**src/pfwc_pkg.sv**
```systemverilog
// ----------------------------------------------------------------------------
// PLL frequency word calculator package
// Request and response types, fixed constants and the power code map.
// ----------------------------------------------------------------------------
package pfwc_pkg;

  localparam int FREQ_W = 33;
  localparam int WORD_W = 32;
  localparam int INT_W  = 16;
  localparam int FRAC_W = 12;

  localparam int DEF_PFD_HZ  = 100000;
  localparam int DEF_STEP_HZ = 100;

  localparam logic [FREQ_W-1:0] FREQ_MIN = 33'd100000000;
  localparam logic [FREQ_W-1:0] FREQ_MAX = 33'd4400000000;

  // Lowest frequency that still reaches the VCO range for each divider code.
  localparam logic [FREQ_W-1:0] THR_DIV1  = 33'd2200000000;
  localparam logic [FREQ_W-1:0] THR_DIV2  = 33'd1100000000;
  localparam logic [FREQ_W-1:0] THR_DIV4  = 33'd550000000;
  localparam logic [FREQ_W-1:0] THR_DIV8  = 33'd275000000;
  localparam logic [FREQ_W-1:0] THR_DIV16 = 33'd137500000;

  localparam logic [2:0] CODE_DIV1  = 3'd0;
  localparam logic [2:0] CODE_DIV2  = 3'd1;
  localparam logic [2:0] CODE_DIV4  = 3'd2;
  localparam logic [2:0] CODE_DIV8  = 3'd3;
  localparam logic [2:0] CODE_DIV16 = 3'd4;
  localparam logic [2:0] CODE_DIV32 = 3'd5;

  localparam logic [2:0] ADDR_R0 = 3'd0;
  localparam logic [2:0] ADDR_R4 = 3'd4;

  localparam logic [7:0] BAND_SEL_DIV = 8'd1;

  localparam logic signed [3:0] PWR_M4 = -4'sd4;
  localparam logic signed [3:0] PWR_M1 = -4'sd1;
  localparam logic signed [3:0] PWR_P2 = 4'sd2;

  localparam logic [1:0] PCODE_M4 = 2'd0;
  localparam logic [1:0] PCODE_M1 = 2'd1;
  localparam logic [1:0] PCODE_P2 = 2'd2;
  localparam logic [1:0] PCODE_P5 = 2'd3;

  typedef struct packed {
    logic [FREQ_W-1:0] freq_hz;
    logic signed [3:0] power_dbm;
  } req_t;

  typedef struct packed {
    logic [WORD_W-1:0] reg_word;
    logic              last_word;
  } rsp_t;

  function automatic logic [1:0] power_code(input logic signed [3:0] p);
    logic [1:0] c;
    case (p)
      PWR_M4:  c = PCODE_M4;
      PWR_M1:  c = PCODE_M1;
      PWR_P2:  c = PCODE_P2;
      default: c = PCODE_P5;
    endcase
    return c;
  endfunction

endpackage

```
**src/pll_frequency_word_calc.sv**
```systemverilog
// ----------------------------------------------------------------------------
// PLL frequency word calculator
// Turns a frequency and power request into synthesizer register words.
// ----------------------------------------------------------------------------
// A request is taken and clamped, then divided: one quotient bit per cycle for
// the 33-bit integer division by PFD_HZ, then the division of the remainder by
// STEP_HZ, and then the second word is loaded once the output is free. Both
// divisions run on one shared bit-serial restoring divider. The divider/power
// word is offered right after the request is taken; a zero frequency gives a
// single all-zero word and no division.
module pll_frequency_word_calc
  import pfwc_pkg::*;
#(
  parameter int PFD_HZ  = DEF_PFD_HZ,
  parameter int STEP_HZ = DEF_STEP_HZ
) (
  input  logic clk,
  input  logic rst,
  input  logic req_valid,
  output logic req_ready,
  input  req_t req,
  output logic rsp_valid,
  input  logic rsp_ready,
  output rsp_t rsp
);

  localparam int MAX_DIV = (PFD_HZ > STEP_HZ) ? PFD_HZ : STEP_HZ;
  localparam int DVW     = $clog2(MAX_DIV + 1);
  localparam int CNT_W   = $clog2(FREQ_W);

  localparam logic [DVW-1:0] PFD_DIV  = DVW'(PFD_HZ);
  localparam logic [DVW-1:0] STEP_DIV = DVW'(STEP_HZ);

  typedef enum logic [3:0] {
    S_IDLE = 4'b0001,
    S_DIV1 = 4'b0010,
    S_DIV2 = 4'b0100,
    S_WAIT = 4'b1000
  } state_t;

  state_t            state;
  logic [FREQ_W-1:0] dvd;
  logic [DVW-1:0]    rem;
  logic [CNT_W-1:0]  cnt;
  logic [INT_W-1:0]  int_q;
  logic [FRAC_W-1:0] frac_q;

  logic [FREQ_W-1:0] freq_clamp;
  logic [2:0]        div_code;
  logic [WORD_W-1:0] word4;
  logic [DVW-1:0]    divisor;
  logic [DVW:0]      trial;
  logic [DVW-1:0]    rem_next;
  logic              take;
  logic              qbit;
  logic              step_last;
  logic              rsp_free;

  always_comb begin
    freq_clamp = req.freq_hz;
    if (req.freq_hz < FREQ_MIN) begin
      freq_clamp = FREQ_MIN;
    end else if (req.freq_hz > FREQ_MAX) begin
      freq_clamp = FREQ_MAX;
    end
    if (freq_clamp >= THR_DIV1) begin
      div_code = CODE_DIV1;
    end else if (freq_clamp >= THR_DIV2) begin
      div_code = CODE_DIV2;
    end else if (freq_clamp >= THR_DIV4) begin
      div_code = CODE_DIV4;
    end else if (freq_clamp >= THR_DIV8) begin
      div_code = CODE_DIV8;
    end else if (freq_clamp >= THR_DIV16) begin
      div_code = CODE_DIV16;
    end else begin
      div_code = CODE_DIV32;
    end
    word4 = {9'd0, div_code, BAND_SEL_DIV, 6'd0, 1'b1, power_code(req.power_dbm),
             ADDR_R4};
  end

  assign rsp_free  = !rsp_valid || rsp_ready;
  assign req_ready = (state == S_IDLE) && rsp_free;
  assign take      = req_valid && req_ready;

  assign divisor   = (state == S_DIV1) ? PFD_DIV : STEP_DIV;
  assign trial     = {rem, dvd[FREQ_W-1]};
  assign qbit      = (trial >= {1'b0, divisor});
  assign rem_next  = qbit ? DVW'(trial - {1'b0, divisor}) : trial[DVW-1:0];
  assign step_last = (cnt == CNT_W'(FREQ_W - 1));

  always_ff @(posedge clk) begin
    if (rst) begin
      state     <= S_IDLE;
      rsp_valid <= 1'b0;
      cnt       <= '0;
    end else begin
      if (take || ((state == S_WAIT) && rsp_free)) begin
        rsp_valid <= 1'b1;
      end else if (rsp_ready) begin
        rsp_valid <= 1'b0;
      end
      case (state)
        S_IDLE: begin
          if (take) begin
            cnt <= '0;
            rem <= '0;
            dvd <= freq_clamp;
            if (req.freq_hz == '0) begin
              rsp.reg_word  <= '0;
              rsp.last_word <= 1'b1;
            end else begin
              rsp.reg_word  <= word4;
              rsp.last_word <= 1'b0;
              state         <= S_DIV1;
            end
          end
        end
        S_DIV1, S_DIV2: begin
          if (step_last) begin
            cnt <= '0;
            if (state == S_DIV1) begin
              int_q <= (|dvd[FREQ_W-2:INT_W-1]) ? '1 : {dvd[INT_W-2:0], qbit};
              rem   <= '0;
              dvd   <= FREQ_W'(rem_next);
              state <= S_DIV2;
            end else begin
              frac_q <= (|dvd[FREQ_W-2:FRAC_W-1]) ? '1 : {dvd[FRAC_W-2:0], qbit};
              state  <= S_WAIT;
            end
          end else begin
            rem <= rem_next;
            dvd <= {dvd[FREQ_W-2:0], qbit};
            cnt <= cnt + 1'b1;
          end
        end
        S_WAIT: begin
          if (rsp_free) begin
            rsp.reg_word  <= {1'b0, int_q, frac_q, ADDR_R0};
            rsp.last_word <= 1'b1;
            state         <= S_IDLE;
          end
        end
        default: begin
          state <= S_IDLE;
        end
      endcase
    end
  end

endmodule
```
**config.mk**
```make
export PLATFORM = sky130hd
export DESIGN_NAME = pll_frequency_word_calc
export DESIGN_NICKNAME = d
export VERILOG_FILES = /design/src/pfwc_pkg.sv /design/src/pll_frequency_word_calc.sv
export SDC_FILE = /design/constraint.sdc
export NUM_CORES = 1
export LEC_CHECK = 0
export BUFFER_PORTS_ARGS = -buffer_cell sky130_fd_sc_hd__buf_2
export CORE_MARGIN = 1
export CORE_UTILIZATION = 60
export CTS_BUF_LIST = sky130_fd_sc_hd__clkbuf_4
export CTS_CLUSTER_SIZE = 20
export DETAILED_ROUTE_END_ITERATION = 12
export GPL_ROUTABILITY_DRIVEN = 0
export PLACE_DENSITY = 0.79
export SETUP_SLACK_MARGIN = 0.4
export SYNTH_ARGS = -nofsm -noshare
export SYNTH_HDL_FRONTEND = slang
export SYNTH_SLANG_ARGS = --single-unit
```
**constraint.sdc**
```tcl
create_clock -name clk -period 25.7 [get_ports clk]
set_input_delay 3.855 -clock clk [delete_from_list [all_inputs] [get_ports clk]]
set_output_delay 3.855 -clock clk [all_outputs]
set_load 0.05 [all_outputs]
```
-- After elaboration in Yosys (flattened, before gate mapping)
Index checks and enable logic that the tools add are counted.
- register bits after elaboration: 122
- latch bits: 0
- bits in writable memories: 0
- memory bits (read-only): 0
- input port bits: 41
- output and inout bits: 35
- word-level logic and storage cells: 86
- memories: 0
- $add $sub $neg: 2
- $mul: 0
- divide/modulo/power cells: 0
- magnitude comparators: 8
- eq/ne operators: 13
- shifts and indexed selects: 0
- multiplexer cells: 33
- bitwise operators: 2
- reduce and logical (&&, ||, !) cells: 19
- operator list (cell ; number):
    $mux 33 ; 7
    $pmux 33 s2 ; 2
    $mux 17 ; 5
    $pmux 17 s2 ; 1
    $ge 33x28->1 const B ; 1
    $ge 33x29->1 const B ; 1
    $ge 33x30->1 const B ; 1
    $ge 33x31->1 const B ; 1
    $ge 33x32->1 const B ; 1
    $gt 33x33->1 const B ; 1
    $logic_not 33->1 ; 1
    $lt 33x27->1 const B ; 1
    $mux 24 ; 1
    $reduce_or 21->1 ; 1
    $mux 4 ; 5
    $reduce_and 4->1 ; 5
    $ge 18x17->1 ; 1
    $reduce_or 17->1 ; 1
    $sub 17x17->17 ; 1
    $eq 4x4->1 const B ; 3
    $mux 3 ; 4
    $mux 6 ; 2
    $pmux 4 s3 ; 1
    $pmux 6 s2 ; 1
    other kinds (16) ; 28

-- Logic depth before layout (Yosys ltp)
Gate-level depths: netlist of the first run.
- word-level depth: 12
- gate-level depth with buffers: 13
- mapped depth without buffers: 12

-- Least setup slack after synthesis of the first run
OpenSTA, ideal clock, no wires.
- kind: input-to-reg
- start point: in rsp_ready
- end point: reg dvd[0], enable pin
- setup time: 0.727 ns
- arrival time: 11.992 ns
- required time: 24.973 ns
- setup slack: 12.981 ns
- stages on the path: 3
- buffers on the path: 0
- path through: nand2b_1 nand2_1 a2111oi_0
- word-level cells in the longest chain between the ends: 5
- RTL lines (item ; RTL line ; RTL):
    start: declaration ; pll_frequency_word_calc.sv:23 ; input logic rsp_ready,
    $logic_or 1x1->1 ; pll_frequency_word_calc.sv:83 ; assign rsp_free = !rsp_valid || rsp_ready;
    $logic_and 1x1->1 ; pll_frequency_word_calc.sv:84 ; assign req_ready = (state == S_IDLE) && rsp_free;
    $logic_and 1x1->1 ; pll_frequency_word_calc.sv:85 ; assign take = req_valid && req_ready;
    $ne 2x2->1 (no source line) ; - ;
    $reduce_and 4->1 (no source line) ; - ;
    end signal: assignment ; pll_frequency_word_calc.sv:109 ; dvd <= freq_clamp;
    end signal: assignment ; pll_frequency_word_calc.sv:126 ; dvd <= FREQ_W'(rem_next);
    end signal: assignment ; pll_frequency_word_calc.sv:134 ; dvd <= {dvd[FREQ_W-2:0], qbit};
    end: declaration ; pll_frequency_word_calc.sv:42 ; logic [FREQ_W-1:0] dvd;
Every way passes these cells.
A chain may end at the register's enable or synchronous reset.

-- Worst setup path in the final report of the first run
- start point: in rsp_ready
- end point: out req_ready
- word-level cells in the longest chain between the ends: 2
- RTL lines (item ; RTL line ; RTL):
    $logic_or 1x1->1 ; pll_frequency_word_calc.sv:83 ;
    $logic_and 1x1->1 ; pll_frequency_word_calc.sv:84 ;
    end: declaration ; pll_frequency_word_calc.sv:20 ; output logic req_ready,
Every way passes these cells.

==> results of run 1 <==
## routing by layer
layer / GRT usage (%) / routed length (um) / vias up
met5: 0 / 0 / -
met4: 12.1 / 442 / 0
met3: 5.69 / 1260 / 42
met2: 43.1 / 6930 / 279
met1: 37.1 / 6050 / 2438
li1: - / - / 2468
## state kept, by name, summed over array words and instances (netlist names)
name and cells:
dvd 33, int_q 16, rem 17, state 4, cnt 6, rsp_valid 1
rsp 30, frac_q 12
## path summary, 6_finish.rpt
kind	from	end	depth (start not counted)
worst min register to register	int_q[12]$_SDFFCE_PP1P_	rsp[28]$_SDFFCE_PN0P_	1
worst min-delay path	int_q[12]$_SDFFCE_PP1P_	rsp[28]$_SDFFCE_PN0P_	1
worst max-delay path	rsp_ready	req_ready	4
worst max register to register	state[0]$_SDFFE_PP1P_	dvd[14]$_DFFE_PP_	12
## power breakdown
part / leakage [uW] / internal [uW] / total (uW) / switching, uW
logic: 0.00125 / 64.2 / 207 / 143
registers: 0.00108 / 256 / 276 / 19.5
clock network: 0.000133 / 49.9 / 130 / 80.1
## kinds of logic (layout without fill, tap and decap cells)
kind of cell | after synthesis | count (layout) | synth area share (%)
other | 1 | 3 | 0.0581
flip-flops | 119 | 119 | 53.7
AO/OA/AOI/OAI | 136 | 136 | 14.2
adder cells (fa/ha/maj) | 10 | 10 | 1.94
buffers and inverters | 51 | 127 | 3.30
XOR/XNOR | 19 | 19 | 2.58
AND/OR/NAND/NOR | 276 | 276 | 22.8
multiplexers | 9 | 9 | 1.42
## synthesized netlist by cell type (all sizes together), types with 2 or more instances
cell	n	area [sq um]
a2111oi	3	26.3
a211o	2	17.5
a211oi	2	15.0
a21o	5	45.0
a21oi	27	135
a221oi	3	26.3
a22o	9	78.8
a22oi	9	72.6
a31o	2	17.5
a31oi	5	31.3
and2	22	138
and3	8	50.1
and4	2	17.5
buf	7	47.5
clkbuf	33	124
dfxtp	11	220
edfxtp	108	3240
ha	10	125
inv	11	41.3
mux2i	8	80.1
nand2	49	184
nand2b	35	226
nand3	18	90.1
nand3b	3	22.5
nand4	5	31.3
nor2	57	214
nor2b	5	31.3
nor3	25	130
nor3b	3	22.5
nor4	22	144
o211ai	7	52.6
o21a	9	67.6
o21ai	33	165
o21bai	2	15.0
o22ai	2	12.5
o31ai	3	22.5
o41ai	3	26.3
or2	5	31.3
or3	4	25.0
or3b	2	17.5
or4	6	48.8
xnor2	15	131
xor2	4	35.0
## stage by stage
stage / hold WS (ps) / setup slack [ps]
CTS: 525 / 17310
floorplan: 492 / 12980
detailed placement: 505 / 17310
global placement: 502 / 17330
global route: 532 / 17280
finish: 525 / 17300
## worst register-to-register path: cells and delay by family, from the launching register on
family | cells | cell delay (ps)
multiplexers | 1 | 260
AND/OR/NAND/NOR | 6 | 1590
flip-flops | 1 | 390
AO/OA/AOI/OAI | 2 | 330
buffers and inverters | 2 | 260
adder cells (fa/ha/maj) | 1 | 530
## area by class of cell
class                           instances  area [sq um]
Multi-Input combinational cell        453          2810
Sequential cell                       119          3460
Inverter                               11          41.3
Tap cell                              136           170
Timing Repair Buffer                   84           450
Clock buffer                           17           128
Clock inverter                         15           143
Fill cell                             790          3170
==> key figures, run 1 <==
Hold path
  • Worst hold path type: flip-flop to flip-flop

CTS
  • Max clock buf depth: 2
  • Clock Latency Late Sink: 510 ps
  • Clk sinks: 119
  • CTS H-tree depth: 4
  • Worst-path clk slew: 120 ps
  • Setup bufs post-CTS: 0
  • CTS root buf: clkbuf_4
  • CTS tree: yes
  • Total CTS buffers: 17
  • Cts repair resizes: 0
  • Hold_buf cts: 0

Drt
  • Via/cell ratio: 6.26
  • Final wirelength: between 10,000 and 15,000 um
  • Iteration-0 DRC Markers: between 600 and 700
  • WL/cell: 17.6 um
  • TritonRoute pass-1 iters: 6
  • DR vias: 5,227
  • # DRC: 0
  • Final ANT Viol Nets: 0

Synth
  • Async set-reset flop share out of synthesis: 0%
  • Synthesized area per cell: 10.4 sq um
  • Yosys reg bits: 119
  • Syn Inst Count: slightly above 600
  • Seq/Total Area, Yosys: 53.7%
  • EDFF count, synth: 108
  • Top FF cell, synth: edfxtp_1
  • Yosys cell types: 71
  • Yosys synthesis warning count: 0
  • Synthesized area: around 6500 sq um

Global route
  • Global-route wire length before repair: 23,900 um
  • Initial antenna violation count: 0
  • Number of global-route vias before repair: 4,861
  • Maximum number of pins on one net before global-route repair: 51
  • Overall Global Routing Usage: between 20% and 30%
  • Gr ovfl total: 0

Setup path
  • Arr. time, crit path: 4540 ps
  • Most numerous cell on the critical path: buf_2
  • Worst Path Max Fanout: 6
  • Worst EP required: approximately 22,000 ps
  • Reg2reg setup slack: 22,100 ps
  • Critical path capture point type: output port
  • Highest cell delay on the worst timing path: ~210 ps
  • Crit Path Class: input pin to output port
  • Bufs and invs on worst path: 2
  • CP delay by family, top: simple AND/OR/NAND/NOR gates
  • Max stage delay cell, worst path: nand2b_1
  • CP Launch Type: input pin
  • Crit-path cells: buf_2 -> nand2b_1 -> and2_1 -> buf_2

Timing
  • Tcrit/Tclk final: between 30 and 40%
  • Fin Setup TNS: 0 ps
  • Crit path time final: between 8000 and 9000 ps
  • Layout Skew: between 15 and 20 ps
  • Final Hold Fails: 0
  • Fmax: between 100 and 150 MHz
  • Final setup violation count: 0
  • Fin. max-slew vios: 0
  • Unrepaired setup endpoints after global routing: no
  • Worst slew pin tran: 1180 ps
  • Slew headroom: 21.2%

Cells and area
  • Non-Filler Instances: 835
  • Most common cell after layout, fill and taps aside: edfxtp_1
  • Area growth syn-to-layout: 11.6%
  • Post-route cell area: 7200 sq um
  • Nets: 737
  • Ant. Diodes: 0
  • Final core utilization: 69.5%
  • Commonest cells after routing, fill and taps aside: 108 x edfxtp_1, 72 x buf_2, 57 x nor2_1
  • Share of cells above drive strength 1: 19.5%

Floorplanning
  • Starting Density: slightly above 60%
  • Core Area: around 10,000 sq um
  • Row cnt: 37
  • Die Ht: 106 um
  • Die area: 11,200 sq um
  • I/O Pins: 76
  • DIE WIDTH: 106 um

Pwr
  • Pleak: 0.00246 uW
  • Peak supply drop: just over 0.05 mV
  • Tot Pwr: slightly above 600 uW
  • Pwr dens: 85.1 nW/um^2

Run status
  • Status: complete, no violations

Flow run
  • Number of max-cap violations: 0

Place
  • DP Cell Count: around 800
  • Port Buffers: between 70 and 80
  • Post-DP HPWL: 10,700 um
  • Placed Area: between 6000 and 7000 sq um
(Power assumes the default switching activity.)
==> run 2, diff against run 1 <==
--- a/config.mk
+++ b/config.mk
@@ -7,12 +7,12 @@
 export LEC_CHECK = 0
 export BUFFER_PORTS_ARGS = -buffer_cell sky130_fd_sc_hd__buf_2
 export CORE_MARGIN = 1
-export CORE_UTILIZATION = 60
+export CORE_UTILIZATION = 55
 export CTS_BUF_LIST = sky130_fd_sc_hd__clkbuf_4
 export CTS_CLUSTER_SIZE = 20
 export DETAILED_ROUTE_END_ITERATION = 12
 export GPL_ROUTABILITY_DRIVEN = 0
-export PLACE_DENSITY = 0.79
+export PLACE_DENSITY = 0.76
 export SETUP_SLACK_MARGIN = 0.4
 export SYNTH_ARGS = -nofsm -noshare
 export SYNTH_HDL_FRONTEND = slang
==> constraint.sdc (replaced) <==
create_clock -name clk -period 7.5 [get_ports clk]
set_input_delay 1.125 -clock clk [delete_from_list [all_inputs] [get_ports clk]]
set_output_delay 1.125 -clock clk [all_outputs]
set_load 0.05 [all_outputs]
==> key figures, run 2 (synthesis results as in run 1) <==
Place
  • Port Buffers: a little over 70
  • Placed Area: between 6000 and 7000 sq um
  • Post-DP HPWL: approximately 11,000 um
  • DP Cell Count: 810

Timing
  • Tcrit/Tclk final: roughly half
  • Layout Skew: 21.7 ps
  • Unrepaired setup endpoints after global routing: no
  • Fin. max-slew vios: 0
  • Fin Setup TNS: 0 ps
  • Fmax: 267 MHz
  • Worst slew pin tran: 1260 ps
  • Final setup violation count: 0
  • Slew headroom: approximately 15%
  • Final Hold Fails: 0
  • Crit path time final: around 3700 ps

Hold path
  • Hold Startpoint: int_q[13]$_SDFFCE_PP1P_
  • Hold Crit Depth: 1
  • Worst Hold End: rsp[29]$_SDFFCE_PN0P_
  • Worst hold path type: flip-flop to flip-flop

Pwr
  • Register share of total power: 44.1%
  • Peak supply drop: 0.180 mV
  • Sw Share: 37.8%
  • P_int: 1340 uW
  • Pleak: 0.00247 uW
  • Switching power: 812 uW
  • Clock power frac: 22.3%
  • Comb pwr share: between 30 and 40%
  • Pwr dens: 296 nW/um^2

Cells and area
  • Non-Filler Instances: 841
  • Largest registers: dvd x33, rsp x30, rem x17
  • Max reg flops: 33
  • Nets: 737
  • Ant. Diodes: 0
  • Area growth syn-to-layout: 12.4%
  • Share of cells above drive strength 1: about 19%
  • Commonest cells after routing, fill and taps aside: 108 x edfxtp_1, 72 x buf_2, 57 x nor2_1
  • Largest Register: dvd
  • Post-route cell area: 7250 sq um
  • Most common cell after layout, fill and taps aside: edfxtp_1

CTS
  • Total CTS buffers: 17
  • Max clock buf depth: 2
  • Worst-path clk slew: 100 ps
  • Cts repair resizes: 0
  • Clk sinks: 119
  • Setup bufs post-CTS: 0
  • CTS root buf: clkbuf_4
  • Clock Latency Late Sink: around 530 ps
  • CTS tree: yes
  • Hold_buf cts: 0
  • CTS H-tree depth: 4

Drt
  • Final ANT Viol Nets: 0
  • WL/cell: about 18 um
  • DR vias: approximately 5,200
  • TritonRoute pass-1 iters: 8
  • Via/cell ratio: 6.20
  • # DRC: 0
  • Final wirelength: 15,600 um
  • Iteration-0 DRC Markers: roughly 540

Setup path
  • CP Launch Type: flip-flop
  • FF-to-FF End: dvd[14]$_DFFE_PP_
  • Crit-path cells: nor2_1 -> nand3b_1 -> ha_1 -> ha_1 -> nand2b_1 -> a31o_2 -> a21oi_1 -> o211ai_1 -> a211oi_1 -> buf_4 -> nor4_1 -> mux2i_1 -> nand2_1
  • Reg2reg start: state[2]$_SDFFE_PP0P_
  • Reg2Reg Depth: 13
  • Most numerous cell on the critical path: ha_1
  • Arr. time, crit path: 4030 ps
  • Critical path capture point type: flip-flop
  • Crit Path Class: flip-flop to flip-flop
  • Worst EP required: 7790 ps
  • Reg2reg setup slack: 3760 ps
  • Max stage delay cell, worst path: nor4_1
  • Highest cell delay on the worst timing path: approximately 620 ps
  • Worst Path Max Fanout: 10

Floorplanning
  • Die area: 12,200 sq um
  • Core Area: 11,400 sq um
  • Row cnt: 39
  • DIE WIDTH: 110 um
  • I/O Pins: 76
  • Die Ht: 110 um
  • Starting Density: roughly 57%

Global route
  • Gr ovfl total: 0
  • Number of global-route vias before repair: 4,733
  • Maximum number of pins on one net before global-route repair: between 50 and 60
  • Overall Global Routing Usage: 26.5%
  • Initial antenna violation count: 0
  • Global-route wire length before repair: roughly 24,000 um

Run status
  • Status: complete, no violations

Flow run
  • Number of max-cap violations: 0
==> run 2: cell type report <==
type                            count  area [sq um]
Sequential cell                   119          3460
Clock inverter                     12           154
Timing Repair Buffer               84           450
Fill cell                         927          4170
Multi-Input combinational cell    453          2820
Inverter                           11          41.3
Clock buffer                       19           143
Tap cell                          143           179
==> run 2: per-stage QoR <==
stage               utilization, %  total power, uW  hold WS (ps)  setup WS, ps
finish                        63.5             2150           523          3760
global route                  63.5             2250           541          3570
CTS                           63.5             2150           525          3820
detailed placement            60.9             1670           501          3460
global placement              60.9             1650           503          3550
floorplan                        -             1480           492           683
==> run 2: critical path, delay by kind of cell, from the launching register on <==
kind / cells / cell delay [ps]
muxes: 1 / 260
and+or+nand+nor: 5 / 1470
adders and majority gates: 2 / 570
DFF: 1 / 380
buffers and inverters: 1 / 190
AOI/OAI and AO/OA: 4 / 650
==> run 2: how the worst max path moves through the flow <==
| stage | startpoint | end | slack [ps] | cells after the start |
|---|---|---|---|---|
| 5_1_grt | state[2]$_SDFFE_PP0P_ | dvd[14]$_DFFE_PP_ | 3570 | 12 |
| 3_3_place_gp | req[11] | rsp[22]$_DFFE_PP_ | 3550 | 9 |
| 4_1_cts | state[2]$_SDFFE_PP0P_ | dvd[14]$_DFFE_PP_ | 3820 | 13 |
| 3_5_place_dp | req[11] | rsp[22]$_DFFE_PP_ | 3460 | 9 |
| 2_1_floorplan | rsp_ready | rsp[0]$_SDFFCE_PP1P_ | 680 | 3 |
| 6_report | state[2]$_SDFFE_PP0P_ | dvd[14]$_DFFE_PP_ | 3760 | 13 |
==> run 2: power by group through the flow <==
stage                     combinational [uW]  sequential [uW]  clock [uW]
after CTS                                714              947         488
after global placement                   692              955           0
after floorplan                          423             1060           0
final                                    721              947         479
after global routing                     777              963         513
after detailed placement                 710              961           0
==> run 2: per-layer routing <==
| layer | up-vias | track usage, % | routed length [um] |
|---|---|---|---|
| met5 | - | 0 | 0 |
| met4 | 0 | 11.5 | 402 |
| li1 | 2460 | - | - |
| met2 | 244 | 42.0 | 7400 |
| met3 | 47 | 6.35 | 1170 |
| met1 | 2467 | 34.6 | 6580 |
